File: src/hw/rtl/ycr_pkg.sv
`default_nettype none
// ----------------------------------------------------------------------------
// ycr_pkg
// Shared constants, payload types and arithmetic helpers for the YCbCr to
// RGB pixel converter.
// ----------------------------------------------------------------------------
package ycr_pkg;

    localparam int MAX_PRECISION = 16;
    localparam int MIN_PRECISION = 8;

    // Color modes; the unused code behaves as RGB passthrough.
    localparam logic [1:0] MODE_YCBCR = 2'd0;
    localparam logic [1:0] MODE_RGB   = 2'd1;
    localparam logic [1:0] MODE_GRAY  = 2'd2;

    // Configuration register indexes.
    localparam logic REG_COLOR_MODE  = 1'b0;
    localparam logic REG_SAMPLE_PREC = 1'b1;

    // Q16 matrix coefficients.
    localparam logic signed [17:0] COEF_CR_R = 18'sd91881;
    localparam logic signed [17:0] COEF_CB_G = 18'sd22553;
    localparam logic signed [17:0] COEF_CR_G = 18'sd46802;
    localparam logic signed [17:0] COEF_CB_B = 18'sd116130;
    localparam logic signed [17:0] CHROMA_OFFSET = 18'sd128;

    localparam int COMP_W  = 17;
    localparam int PROD_W  = 36;
    localparam int SUM_W   = 38;
    localparam int CHAN_W  = 22;
    localparam int LEVEL_W = MAX_PRECISION;
    localparam int PREC_W  = 5;

    typedef struct packed {
        logic signed [COMP_W-1:0] c0;
        logic signed [COMP_W-1:0] c1;
        logic signed [COMP_W-1:0] c2;
        logic                     last;
    } t_pixel;

    typedef struct packed {
        logic signed [PROD_W-1:0] cr_r;
        logic signed [PROD_W-1:0] cb_g;
        logic signed [PROD_W-1:0] cr_g;
        logic signed [PROD_W-1:0] cb_b;
    } t_products;

    typedef struct packed {
        logic signed [SUM_W-1:0] r;
        logic signed [SUM_W-1:0] g;
        logic signed [SUM_W-1:0] b;
    } t_sums;

    typedef struct packed {
        logic [LEVEL_W-1:0] r;
        logic [LEVEL_W-1:0] g;
        logic [LEVEL_W-1:0] b;
        logic               last;
    } t_levels;

    typedef struct packed {
        logic [7:0] r;
        logic [7:0] g;
        logic [7:0] b;
        logic       last;
    } t_rgb;

    // Divide a Q16 sum by 65536, truncating toward zero.
    function automatic logic signed [CHAN_W-1:0] tdiv16(input logic signed [SUM_W-1:0] s);
        logic signed [SUM_W-1:0] biased;
        biased = s + (s[SUM_W-1] ? SUM_W'(65535) : SUM_W'(0));
        return biased[SUM_W-1:16];
    endfunction

    // Saturate a signed channel value to 0..maxv.
    function automatic logic [LEVEL_W-1:0] clamp_chan(input logic signed [CHAN_W-1:0] v,
                                                      input logic [LEVEL_W-1:0] maxv);
        logic [LEVEL_W-1:0] res;
        if (v[CHAN_W-1]) begin
            res = '0;
        end else if ($unsigned(v) > CHAN_W'(maxv)) begin
            res = maxv;
        end else begin
            res = v[LEVEL_W-1:0];
        end
        return res;
    endfunction

    // floor(v * 255 / (2^p - 1)) for v <= 2^p - 1. Since 2^p = M + 1, the
    // quotient is (x >> p) plus one more when the high part plus the low
    // part reaches M; that sum always stays below 2M.
    function automatic logic [7:0] scale_chan(input logic [LEVEL_W-1:0] v,
                                              input logic [PREC_W-1:0] p,
                                              input logic [LEVEL_W-1:0] maxv);
        logic [LEVEL_W+7:0] x;
        logic [LEVEL_W+7:0] hi;
        logic [LEVEL_W:0]   t;
        logic [7:0]         q;
        x  = {v, 8'd0} - (LEVEL_W+8)'(v);
        hi = x >> p;
        t  = (LEVEL_W+1)'(hi[7:0]) + (LEVEL_W+1)'(x[LEVEL_W-1:0] & maxv);
        q  = hi[7:0];
        if (t >= (LEVEL_W+1)'(maxv)) begin
            q = q + 8'd1;
        end
        return q;
    endfunction

endpackage
`default_nettype wire

File: src/hw/rtl/ycr_matrix.sv
`default_nettype none
// ----------------------------------------------------------------------------
// ycr_matrix
// Two pipeline stages of the color matrix: chroma products, then the Q16
// channel sums. Component values travel along for the passthrough modes.
// ----------------------------------------------------------------------------
module ycr_matrix (
    input  wire logic            i_clk,
    input  wire logic [1:0]      i_en,
    input  wire ycr_pkg::t_pixel i_pix,
    output ycr_pkg::t_pixel      o_pix,
    output ycr_pkg::t_sums       o_sums
);
    import ycr_pkg::*;

    t_pixel    r_pix1;
    t_products r_prod;
    t_pixel    r_pix2;
    t_sums     r_sums;

    logic signed [17:0]      d_b;
    logic signed [17:0]      d_r;
    t_products               n_prod;
    logic signed [SUM_W-1:0] base;
    t_sums                   n_sums;

    always_comb begin
        d_b = {i_pix.c1[COMP_W-1], i_pix.c1} - CHROMA_OFFSET;
        d_r = {i_pix.c2[COMP_W-1], i_pix.c2} - CHROMA_OFFSET;
        n_prod.cr_r = COEF_CR_R * d_r;
        n_prod.cb_g = COEF_CB_G * d_b;
        n_prod.cr_g = COEF_CR_G * d_r;
        n_prod.cb_b = COEF_CB_B * d_b;
    end

    always_comb begin
        base     = {{5{r_pix1.c0[COMP_W-1]}}, r_pix1.c0, 16'd0};
        n_sums.r = base + SUM_W'(r_prod.cr_r);
        n_sums.g = base - SUM_W'(r_prod.cb_g) - SUM_W'(r_prod.cr_g);
        n_sums.b = base + SUM_W'(r_prod.cb_b);
    end

    always_ff @(posedge i_clk) begin
        if (i_en[0]) begin
            r_pix1 <= i_pix;
            r_prod <= n_prod;
        end
        if (i_en[1]) begin
            r_pix2 <= r_pix1;
            r_sums <= n_sums;
        end
    end

    assign o_pix  = r_pix2;
    assign o_sums = r_sums;

endmodule
`default_nettype wire

File: src/hw/rtl/ycr_clamp.sv
`default_nettype none
// ----------------------------------------------------------------------------
// ycr_clamp
// Selects matrix or passthrough values by color mode, removes the Q16
// fraction and saturates each channel to the sample range.
// ----------------------------------------------------------------------------
module ycr_clamp (
    input  wire logic                            i_clk,
    input  wire logic                            i_en,
    input  wire logic [1:0]                      i_mode,
    input  wire logic [ycr_pkg::LEVEL_W-1:0]     i_max,
    input  wire ycr_pkg::t_pixel                 i_pix,
    input  wire ycr_pkg::t_sums                  i_sums,
    output ycr_pkg::t_levels                     o_levels
);
    import ycr_pkg::*;

    t_levels                  r_levels;
    t_levels                  n_levels;
    logic signed [CHAN_W-1:0] v_r;
    logic signed [CHAN_W-1:0] v_g;
    logic signed [CHAN_W-1:0] v_b;
    logic signed [CHAN_W-1:0] x0;
    logic signed [CHAN_W-1:0] x1;
    logic signed [CHAN_W-1:0] x2;

    always_comb begin
        x0 = {{(CHAN_W-COMP_W){i_pix.c0[COMP_W-1]}}, i_pix.c0};
        x1 = {{(CHAN_W-COMP_W){i_pix.c1[COMP_W-1]}}, i_pix.c1};
        x2 = {{(CHAN_W-COMP_W){i_pix.c2[COMP_W-1]}}, i_pix.c2};
        case (i_mode)
            MODE_YCBCR: begin
                v_r = tdiv16(i_sums.r);
                v_g = tdiv16(i_sums.g);
                v_b = tdiv16(i_sums.b);
            end
            MODE_GRAY: begin
                v_r = x0;
                v_g = x0;
                v_b = x0;
            end
            default: begin
                v_r = x0;
                v_g = x1;
                v_b = x2;
            end
        endcase
        n_levels.r    = clamp_chan(v_r, i_max);
        n_levels.g    = clamp_chan(v_g, i_max);
        n_levels.b    = clamp_chan(v_b, i_max);
        n_levels.last = i_pix.last;
    end

    always_ff @(posedge i_clk) begin
        if (i_en) begin
            r_levels <= n_levels;
        end
    end

    assign o_levels = r_levels;

endmodule
`default_nettype wire

File: src/hw/rtl/ycr_scale.sv
`default_nettype none
// ----------------------------------------------------------------------------
// ycr_scale
// Output stage: scales each saturated channel to 0..255.
// ----------------------------------------------------------------------------
module ycr_scale (
    input  wire logic                        i_clk,
    input  wire logic                        i_en,
    input  wire logic [ycr_pkg::PREC_W-1:0]  i_prec,
    input  wire logic [ycr_pkg::LEVEL_W-1:0] i_max,
    input  wire ycr_pkg::t_levels            i_levels,
    output ycr_pkg::t_rgb                    o_rgb
);
    import ycr_pkg::*;

    t_rgb r_rgb;
    t_rgb n_rgb;

    always_comb begin
        n_rgb.r    = scale_chan(i_levels.r, i_prec, i_max);
        n_rgb.g    = scale_chan(i_levels.g, i_prec, i_max);
        n_rgb.b    = scale_chan(i_levels.b, i_prec, i_max);
        n_rgb.last = i_levels.last;
    end

    always_ff @(posedge i_clk) begin
        if (i_en) begin
            r_rgb <= n_rgb;
        end
    end

    assign o_rgb = r_rgb;

endmodule
`default_nettype wire

File: src/hw/rtl/ycbcr_to_rgb_pixel_converter.sv
`default_nettype none
// ----------------------------------------------------------------------------
// ycbcr_to_rgb_pixel_converter
// Converts YCbCr, RGB or gray samples to 8-bit RGB with clamp and scaling.
// ----------------------------------------------------------------------------
// The converter accepts one pixel per clock while the output is not stalled;
// chroma multiply, Q16 sum, clamp and scale each take one register stage.
// Every stage holds its own valid bit and moves on whenever the stage after
// it is empty or advancing, so a stalled output fills the pipeline before the
// input side sees ready drop, and bubbles are squeezed out. The user must
// write registers through the plain write port (0: color mode, 1: sample
// precision) only while no pixel is in flight; the block does not enforce it.
// ----------------------------------------------------------------------------
module ycbcr_to_rgb_pixel_converter (
    input  wire logic                               i_clk,
    input  wire logic                               i_rst_n,
    input  wire logic                               i_cfg_we,
    input  wire logic                               i_cfg_idx,
    input  wire logic [ycr_pkg::PREC_W-1:0]         i_cfg_data,
    input  wire logic                               i_pix_valid,
    output logic                                    o_pix_ready,
    input  wire logic signed [ycr_pkg::COMP_W-1:0]  i_first_component,
    input  wire logic signed [ycr_pkg::COMP_W-1:0]  i_second_component,
    input  wire logic signed [ycr_pkg::COMP_W-1:0]  i_third_component,
    input  wire logic                               i_last_pixel,
    output logic                                    o_rgb_valid,
    input  wire logic                               i_rgb_ready,
    output logic [7:0]                              o_red_out,
    output logic [7:0]                              o_green_out,
    output logic [7:0]                              o_blue_out,
    output logic                                    o_last_out
);
    import ycr_pkg::*;

    localparam int STAGES = 4;

    logic [1:0]         r_mode;
    logic [PREC_W-1:0]  r_prec;
    logic [LEVEL_W-1:0] r_max;
    logic [1:0]         n_mode;
    logic [PREC_W-1:0]  n_prec;
    logic [LEVEL_W-1:0] n_max;
    logic [PREC_W-1:0]  wr_prec;

    logic [STAGES-1:0]  r_vld;
    logic [STAGES-1:0]  n_vld;
    logic [STAGES:0]    rdy;
    logic [STAGES:0]    vin;

    t_pixel  in_pix;
    t_pixel  mat_pix;
    t_sums   mat_sums;
    t_levels levels;
    t_rgb    rgb;

    // Configuration; precision is stored already limited to its legal range.
    always_comb begin
        n_mode  = r_mode;
        n_prec  = r_prec;
        n_max   = r_max;
        wr_prec = i_cfg_data;
        if (wr_prec < PREC_W'(MIN_PRECISION)) begin
            wr_prec = PREC_W'(MIN_PRECISION);
        end else if (wr_prec > PREC_W'(MAX_PRECISION)) begin
            wr_prec = PREC_W'(MAX_PRECISION);
        end
        if (i_cfg_we) begin
            case (i_cfg_idx)
                REG_COLOR_MODE: begin
                    n_mode = i_cfg_data[1:0];
                end
                REG_SAMPLE_PREC: begin
                    n_prec = wr_prec;
                    n_max  = LEVEL_W'(((LEVEL_W+1)'(1) << wr_prec) - (LEVEL_W+1)'(1));
                end
                default: begin
                    n_mode = r_mode;
                end
            endcase
        end
    end

    // Stage k loads when it is empty or its content moves on this cycle.
    always_comb begin
        rdy[STAGES] = i_rgb_ready;
        vin[0]      = i_pix_valid;
        for (int k = STAGES - 1; k >= 0; k--) begin
            rdy[k] = !r_vld[k] || rdy[k+1];
        end
        for (int k = 0; k < STAGES; k++) begin
            vin[k+1] = r_vld[k];
            n_vld[k] = rdy[k] ? vin[k] : r_vld[k];
        end
    end

    always_ff @(posedge i_clk) begin
        if (!i_rst_n) begin
            r_mode <= MODE_YCBCR;
            r_prec <= PREC_W'(MIN_PRECISION);
            r_max  <= LEVEL_W'((1 << MIN_PRECISION) - 1);
            r_vld  <= '0;
        end else begin
            r_mode <= n_mode;
            r_prec <= n_prec;
            r_max  <= n_max;
            r_vld  <= n_vld;
        end
    end

    always_comb begin
        in_pix.c0   = i_first_component;
        in_pix.c1   = i_second_component;
        in_pix.c2   = i_third_component;
        in_pix.last = i_last_pixel;
    end

    ycr_matrix u_matrix (
        .i_clk  (i_clk),
        .i_en   (rdy[1:0]),
        .i_pix  (in_pix),
        .o_pix  (mat_pix),
        .o_sums (mat_sums)
    );

    ycr_clamp u_clamp (
        .i_clk    (i_clk),
        .i_en     (rdy[2]),
        .i_mode   (r_mode),
        .i_max    (r_max),
        .i_pix    (mat_pix),
        .i_sums   (mat_sums),
        .o_levels (levels)
    );

    ycr_scale u_scale (
        .i_clk    (i_clk),
        .i_en     (rdy[3]),
        .i_prec   (r_prec),
        .i_max    (r_max),
        .i_levels (levels),
        .o_rgb    (rgb)
    );

    assign o_pix_ready = rdy[0];
    assign o_rgb_valid = r_vld[STAGES-1];
    assign o_red_out   = rgb.r;
    assign o_green_out = rgb.g;
    assign o_blue_out  = rgb.b;
    assign o_last_out  = rgb.last;

endmodule
`default_nettype wire

File: config.mk
export PLATFORM = sky130hd
export DESIGN_NAME = ycbcr_to_rgb_pixel_converter
export DESIGN_NICKNAME = d
export VERILOG_FILES = /design/src/hw/rtl/ycr_pkg.sv /design/src/hw/rtl/ycr_matrix.sv /design/src/hw/rtl/ycr_clamp.sv /design/src/hw/rtl/ycr_scale.sv /design/src/hw/rtl/ycbcr_to_rgb_pixel_converter.sv
export SDC_FILE = /design/constraint.sdc
export NUM_CORES = 2
export LEC_CHECK = 0
export BUFFER_PORTS_ARGS = -buffer_cell sky130_fd_sc_hd__buf_2
export CAP_MARGIN = 20
export CELL_PAD_IN_SITES_DETAIL_PLACEMENT = 0
export CELL_PAD_IN_SITES_GLOBAL_PLACEMENT = 1
export CORE_MARGIN = 2
export CORE_UTILIZATION = 50
export DETAILED_ROUTE_END_ITERATION = 12
export GPL_TIMING_DRIVEN = 0
export PLACE_DENSITY = 0.84
export SETUP_SLACK_MARGIN = 0.02
export SYNTH_ARGS = -nofsm -noshare
export SYNTH_HDL_FRONTEND = slang
export SYNTH_SLANG_ARGS = --single-unit
File: constraint.sdc
create_clock -name i_clk -period 23.2 [get_ports i_clk]
set_input_delay 5.8 -clock i_clk [delete_from_list [all_inputs] [get_ports i_clk]]
set_output_delay 5.8 -clock i_clk [all_outputs]
set_load 0.01 [all_outputs]
==> impl_results.md <==
- Port buffer count: 87
- Hold Path Class: reg2reg
- CP dominant cell by count: ha_1
- Least-Margin Pin Slew: 1.13 ns
- Fillers: 9,261
- Largest net degree at the start of global routing: 87
- Clock transition at path regs: 0.06 ns
- Area Overhead vs Synth: 8.29%
- Full die area: 106,000 um^2
- Met2 usage: 50.0%
- DR WL/cell: 22.8 um
- Post-synth EDFFs: 402
- CP max stage delay: 0.71 ns
- Initial core utilization: 50.6%
- Via count of the routed design: 40,563
- Layout cells sized above 1: 5.50%
- Gr busiest metal: met2
- Nets: 6,732
- Total setup buffers inserted after CTS: 0
- Hold buffer count at CTS: 0
- Cell count after synthesis: 5,342
- CTS tree: done
- Number of global-route vias before repair: 40,618
- Inserted Clock Buffers: 51
- CP endpoint kind: flip-flop
- Clock Tree Buf Depth: 3
- Core Util, Final: 54.8%
- Io pins: 90
- Synth top cells by count: 796 x inv_1, 759 x ha_1, 406 x fa_1
- Setup TNS: 0 ns
- Slew Limit Fails: 0
- Hold Vio Cnt, Final: 0
- DR iter-0 viols: 2,956
- First-pass GRT wire length: 241 mm
- CTS root buf: clkbuf_16
- Most common cell in the netlist: inv_1
- Syn avg cell area: 9.67 um^2
- ANT nets after route: 0
- Worst EP arrival: 14.70 ns
- Hold WS: 0.388 ns
- Worst endpoint required time: 23.56 ns
- Htree depth: 2
- Hpwl dp: 130 mm
- CP Class: in2reg
- Core area: 102,000 um^2
- Final setup viols: 0
- Global Route met3 Usage: 4.13%
- Mapped Area: 51,700 um^2
- Post-route DRC: 0
- Top FF cell, synth: edfxtp_1
- Number of gates resized after cts: 0
- RSZ-0062 raised after global routing: false
- RePlAce Congestion: 0.992
- Synth top area share: 23.4%
- Pre-antenna DRT Iters: 9
- Routing usage on met1: 37.0%
- Die width: 325 um
- Async S/R FF share, synth: 0%
- Worst clock skew: 0.0430 ns
- Synth top area cells: edfxtp_1 23%, ha_1 18%, fa_1 16%
- Routed wire length: 158 mm
- Via/cell ratio: 5.87
- Row count: 117
- Slew HR: 22.6%
- Final worst path period share: 61.8%
- Flop and latch count out of synthesis: 429
- Clock latency on the worst-skew pair: 0.65 ns
- Library cells used by synthesis: 98
- R2R setup slack: 13.74 ns
- Status: completed
- Final min period: 14.34 ns
- Clock sink count: 429
- Total global routing overflow: 0
- CP Max Fanout: 17
- Slowest-stage cell, CP: o31ai_1
- Total track usage: 29.7%
- Die H: 325 um
- Max_cap viols: 0
- Initial antenna violation count: 0
- Yosys top cell by area: edfxtp_1
- Yosys Warn Count: 0
- Sequential area share after synthesis: 24.4%
- Startpoint types: input pin
- Maximum clock frequency: 69.7 MHz
==> metal layers <==
metal	share of wire, %	vias to the layer above
met5	0	-
met1	41	19689
li1	-	19059
met4	6.1	0
met2	47	1399
met3	5.9	416
==> critical path: cells and delay by family <==
kind	cells	cell delay (ns)
adders and majority gates	8	3.58
buffers and inverters	8	2.38
AOI/OAI and AO/OA	6	1.85
and+or+nand+nor	5	0.76
xor gates and xnor gates	2	0.29
==> cell type report <==
class,count,area [um^2],share of cell area [%]
multi-input combinational,3990,35700,63.7
sequential,429,12600,22.5
buffer,127,487,0.870
tap,1368,1710,3.06
timing repair buffer,108,774,1.38
clock inverter,37,410,0.733
antenna,1,2.50,0.00447
inverter,797,3000,5.36
clock buffer,57,1300,2.32
==> registers in the layout, indices dropped and copies added (netlist names), 16 cells and up <==
signal	flops
u_matrix.r_prod	129
u_matrix.o_sums	105
u_clamp.o_levels	49
u_matrix.o_pix	48
u_matrix.r_pix1	29
u_scale.o_rgb	25
u_matrix.base	17
r_max	16
==> kinds of logic (layout without fill, tap and decap cells) <==
kind of cell | after synthesis | after routing | synth area share [%]
compound gates | 1075 | 1075 | 13.9
simple gates | 1260 | 1260 | 12.0
buf+inv | 924 | 1126 | 6.73
fa+ha+maj | 1169 | 1169 | 34.2
xor+xnor | 361 | 361 | 6.13
other cells | 1 | 3 | 0.00726
flops | 429 | 429 | 24.4
mux | 123 | 123 | 2.61
==> layout by cell type (no fill, tap or decap), types with 39 or more instances in the layout <==
master | synthesis | final
a21oi_1 | 262 | 262
inv_1 | 796 | 795
o21a_1 | 67 | 67
a21o_1 | 94 | 94
nor2_1 | 315 | 315
a31oi_1 | 50 | 50
nor3_1 | 134 | 134
nand2_1 | 319 | 317
mux2i_1 | 92 | 92
and3_1 | 39 | 39
edfxtp_1 | 402 | 402
and2_1 | 45 | 45
clkbuf_1 | 101 | 107
nand4_1 | 52 | 52
nand2b_1 | 48 | 48
xor2_1 | 102 | 98
ha_1 | 759 | 759
nand3_1 | 95 | 95
fa_1 | 406 | 406
xnor2_1 | 258 | 253
nor2b_1 | 54 | 54
clkbuf_16 | 0 | 51
buf_2 | 7 | 96
a211oi_1 | 58 | 58
o21ai_0 | 206 | 206
==> per-stage QoR <==
step	setup WS [ns]	instance area (um^2)	cells
floorplan	7.58	51700	5343
global placement	5.12	53800	6798
detailed placement	8.35	54200	6816
CTS	8.98	55900	6910
global route	8.37	56000	6913
finish	8.86	56000	6914
==> final timing paths <==
path,startpoint,to,depth (start not counted)
hold reg to reg,u_matrix.r_prod[123],u_matrix.o_sums[91],0
setup reg to reg,r_prec[1],u_scale.o_rgb[12],28
setup / recovery,i_second_component[7],u_matrix.r_prod[34],29
hold / removal,u_matrix.r_prod[123],u_matrix.o_sums[91],0
Power is not shown: default switching activity piles up to over one toggle a cycle in this logic, so the estimate is an artifact.
